[src/hdl/assert_macros.svh]
`ifndef ASSERT_MACROS_SVH
`define ASSERT_MACROS_SVH

// Check that prop holds in the same cycle whenever cond holds.
`define SFD_ASSERT_NOW(name, cond, prop, msg) \
	name: assert property (@(posedge clk) disable iff (!arst_n) (cond) |-> (prop)) \
		else $error(msg);

// Check that prop holds in the cycle after cond.
`define SFD_ASSERT_NEXT(name, cond, prop, msg) \
	name: assert property (@(posedge clk) disable iff (!arst_n) (cond) |=> (prop)) \
		else $error(msg);

`endif

[src/hdl/sfd_ram.sv]
module sfd_ram #(
	parameter int WIDTH = 24,
	parameter int DEPTH = 16
) (
	input  logic                     clk,
	input  logic                     we,
	input  logic [$clog2(DEPTH)-1:0] waddr,
	input  logic [WIDTH-1:0]         wdata,
	input  logic                     re,
	input  logic [$clog2(DEPTH)-1:0] raddr,
	output logic [WIDTH-1:0]         rdata
);

	logic [WIDTH-1:0] mem [DEPTH];

	always_ff @(posedge clk) begin
		if (we) begin
			mem[waddr] <= wdata;
		end
		if (re) begin
			rdata <= mem[raddr];
		end
	end

endmodule

[config.mk]
export PLATFORM = sky130hd
export DESIGN_NAME = sfd_ram
export DESIGN_NICKNAME = d
export VERILOG_FILES = /design/src/hdl/assert_macros.svh /design/src/hdl/sfd_ram.sv
export SDC_FILE = /design/constraint.sdc
export NUM_CORES = 1
export LEC_CHECK = 0
export BUFFER_PORTS_ARGS = -buffer_cell sky130_fd_sc_hd__clkbuf_2
export CAP_MARGIN = 40
export CORE_ASPECT_RATIO = 2
export CORE_UTILIZATION = 60
export CTS_CLUSTER_DIAMETER = 120
export DETAILED_ROUTE_END_ITERATION = 10
export GPL_TIMING_DRIVEN = 0
export PLACE_DENSITY = 0.78
export SYNTH_ARGS = -nofsm -noshare
export SYNTH_HDL_FRONTEND = slang
export SYNTH_SLANG_ARGS = --single-unit
[constraint.sdc]
create_clock -name clk -period 9.4 [get_ports clk]
set_input_delay 1.41 -clock clk [delete_from_list [all_inputs] [get_ports clk]]
set_output_delay 1.41 -clock clk [all_outputs]
set_load 0.02 [all_outputs]
==> impl_metrics.json <==
{
  "status": "complete, no violations",
  "clockPowerShare": 0.352,
  "hp-class": "reg2reg",
  "path_buf_inv": 2,
  "ant_nets": 0,
  "fin_tns_setup_ns": 0,
  "endpoint_kind": "flop",
  "tritoncts": "done",
  "maxSlewViolCount": 0,
  "critPathSlowestCell": "mux4_2",
  "grt_overflow": 0,
  "drive_above_1_share": 0.328,
  "die_x_um": 114,
  "critPathArrivalTime_ns": 3.17,
  "grt_max_degree": 25,
  "post_cts_buffers": 0,
  "drt_iter0_drc": 665,
  "cts_sinks": 408,
  "vias": 7185,
  "crit_type": "in2reg",
  "drc": 0,
  "worstSkewPairLatency_ns": 0.57,
  "wl_mm": 32.8,
  "nets": 785,
  "via_per_inst": 6.48,
  "dr.pass1.iters": 5,
  "syn-cell-area_um2": 15200,
  "diodes": 0,
  "syn_avg_cell_area_um2": 23.9,
  "cap_violations": 0,
  "place_congestion": 0.756,
  "io_buffers": 56,
  "fill_cells": 1423,
  "synthDistinctLibCells": 15,
  "tightest_slew_ns": 0.926,
  "fin_area_um2": 17400,
  "path_max_fanout": 10,
  "cp.required_ns": 9.69,
  "start_util": 0.609,
  "slew-limit-headroom": 0.383,
  "cp_cell_sequence": "clkbuf_1 -> buf_2 -> mux4_2 -> a22oi_1 -> nand2_1",
  "antenna_found_initial": 0,
  "path_delay_family": "buffers and inverters",
  "first_global_vias": 7768,
  "power_frac_seq": 0.591,
  "slowest_delay_ns": 0.56,
  "cts_resized": 0,
  "hpwl_mm": 20.8,
  "cts-root-buf": "clkbuf_16",
  "area_growth_pct": 14.4,
  "rsz0062_at_grt": "no",
  "synth_nets": 671,
  "multiInputGateArea_um2": 2860,
  "yosysWarnings": 0,
  "synth_seq_area_share": 0.808,
  "clk_pin_slew_ns": 0.07,
  "hold_viol": 0,
  "grt_pass1_wl_mm": 48.3,
  "switching_share": 0.209,
  "fin_worst_skew_ns": 0.0107,
  "setup_viol": 0,
  "seq_area_um2": 12300,
  "p_sw_mw": 0.730,
  "dieArea_um2": 26000,
  "post_dp_cell_area_um2": 16400,
  "period_needed_ns": 2.87,
  "clockBufferDepth": 3,
  "ys_ff_latch": 408,
  "die_h_um": 227,
  "ctsHtreeMaxLevel": 1,
  "postCtsHoldBufs": 0,
  "p_comb_frac": 0.057,
  "avgRoutedWirePerCell_um": 29.6,
  "core_um2": 24900,
  "period_share": 0.306,
  "power.internal_mw": 2.76,
  "ios": 59,
  "worst_setup_path_start_kind": "input port",
  "fmax_mhz": 348,
  "powerDensity_nw_per_um2": 201,
  "synth_cells": 636,
  "grt.total_usage": 0.270,
  "rows": 82,
  "ir_drop_v": 0.000172,
  "power_leakage_nw": 5.55,
  "cts_made_buffers": 31
}
==> power by group through the flow <==
| stage | clock (mW) | combinational [mW] | sequential, mW |
|---|---|---|---|
| after global routing | 1.31 | 0.212 | 2.06 |
| after floorplan | 0 | 0.0985 | 2.11 |
| after CTS | 1.25 | 0.201 | 2.06 |
| after global placement | 0 | 0.180 | 2.10 |
| final | 1.23 | 0.199 | 2.06 |
| after detailed placement | 0 | 0.200 | 2.10 |
==> worst register-to-register path: cells and delay by family, from the launching register on <==
kind	cells	cell delay (ns)
simple gates	1	0.16
mux	1	0.46
compound gates	1	0.31
flops	1	0.38
==> through the flow <==
stage	util	std cells	hold slack [ns]	total power, mW	setup WS [ns]
after floorplan	-	636	0.710	2.21	5.37
after global placement	0.637	1028	0.724	2.28	3.55
after detailed placement	0.659	1053	0.740	2.30	5.98
after CTS	0.696	1108	0.748	3.51	6.55
after global routing	0.696	1108	0.791	3.58	6.49
final	0.696	1108	0.753	3.49	6.53
==> sequential cells by signal, indices dropped and copies added, names as in the netlist <==
register,count
rdata,24
mem,384
==> path summary, 6_finish.rpt <==
check,from,to,slack (ns),depth (start not counted)
worst min register to register,mem[14][16]$_DFFE_PP_,rdata[16]$_DFFE_PP_,0.75,3
worst max-delay path,raddr[0],rdata[12]$_DFFE_PP_,6.53,5
worst max register to register,mem[9][12]$_DFFE_PP_,rdata[12]$_DFFE_PP_,7.82,3
worst min-delay path,mem[14][16]$_DFFE_PP_,rdata[16]$_DFFE_PP_,0.75,3
==> cell usage after synthesis (all sizes together) <==
cell type	count	area (um2)
nor2	13	48.8
clkbuf	18	67.6
edfxtp	408	12300
or3b	1	8.76
nor2b	2	12.5
mux4	96	2160
nand2b	2	12.5
nand3	1	5.00
a22oi	48	360
and2	1	6.26
nand2	25	93.8
nor3	4	20.0
buf	15	106
nand3b	2	15.0
==> routing by layer <==
| metal | GRT usage | part of all wire |
|---|---|---|
| met1 | 0.319 | 0.33 |
| met4 | 0.156 | 0.058 |
| met2 | 0.473 | 0.54 |
| met5 | 0 | 0 |
| met3 | 0.0350 | 0.066 |
==> logic make-up (layout without fill, tap and decap cells) <==
kind of cell | Yosys count | count (layout) | share of synthesized area
flops | 408 | 408 | 0.808
mux | 96 | 96 | 0.143
simple gates | 51 | 51 | 0.0147
compound gates | 48 | 48 | 0.0238
buf+inv | 33 | 169 | 0.0115
==> layout by cell type (no fill, tap or decap), types with 3 or more instances in the layout <==
master,n
a22oi_1,48
buf_2,10
buf_4,8
clkinv_1,8
buf_16,12
nand2_1,25
clkbuf_2,56
clkinv_2,6
clkbuf_16,31
nor2_4,12
clkbuf_1,21
buf_6,9
edfxtp_1,408
clkinvlp_4,3
mux4_2,96
nor3_2,4
==> layout make-up <==
type,instances,share of cell area
clock inverter,21,0.00800
clock buffer,34,0.0453
sequential,408,0.706
timing repair buffer,81,0.0424
multi-input combinational,195,0.164
tap,336,0.0242
buffer,33,0.0100
Power figures use the tool's default switching activity.
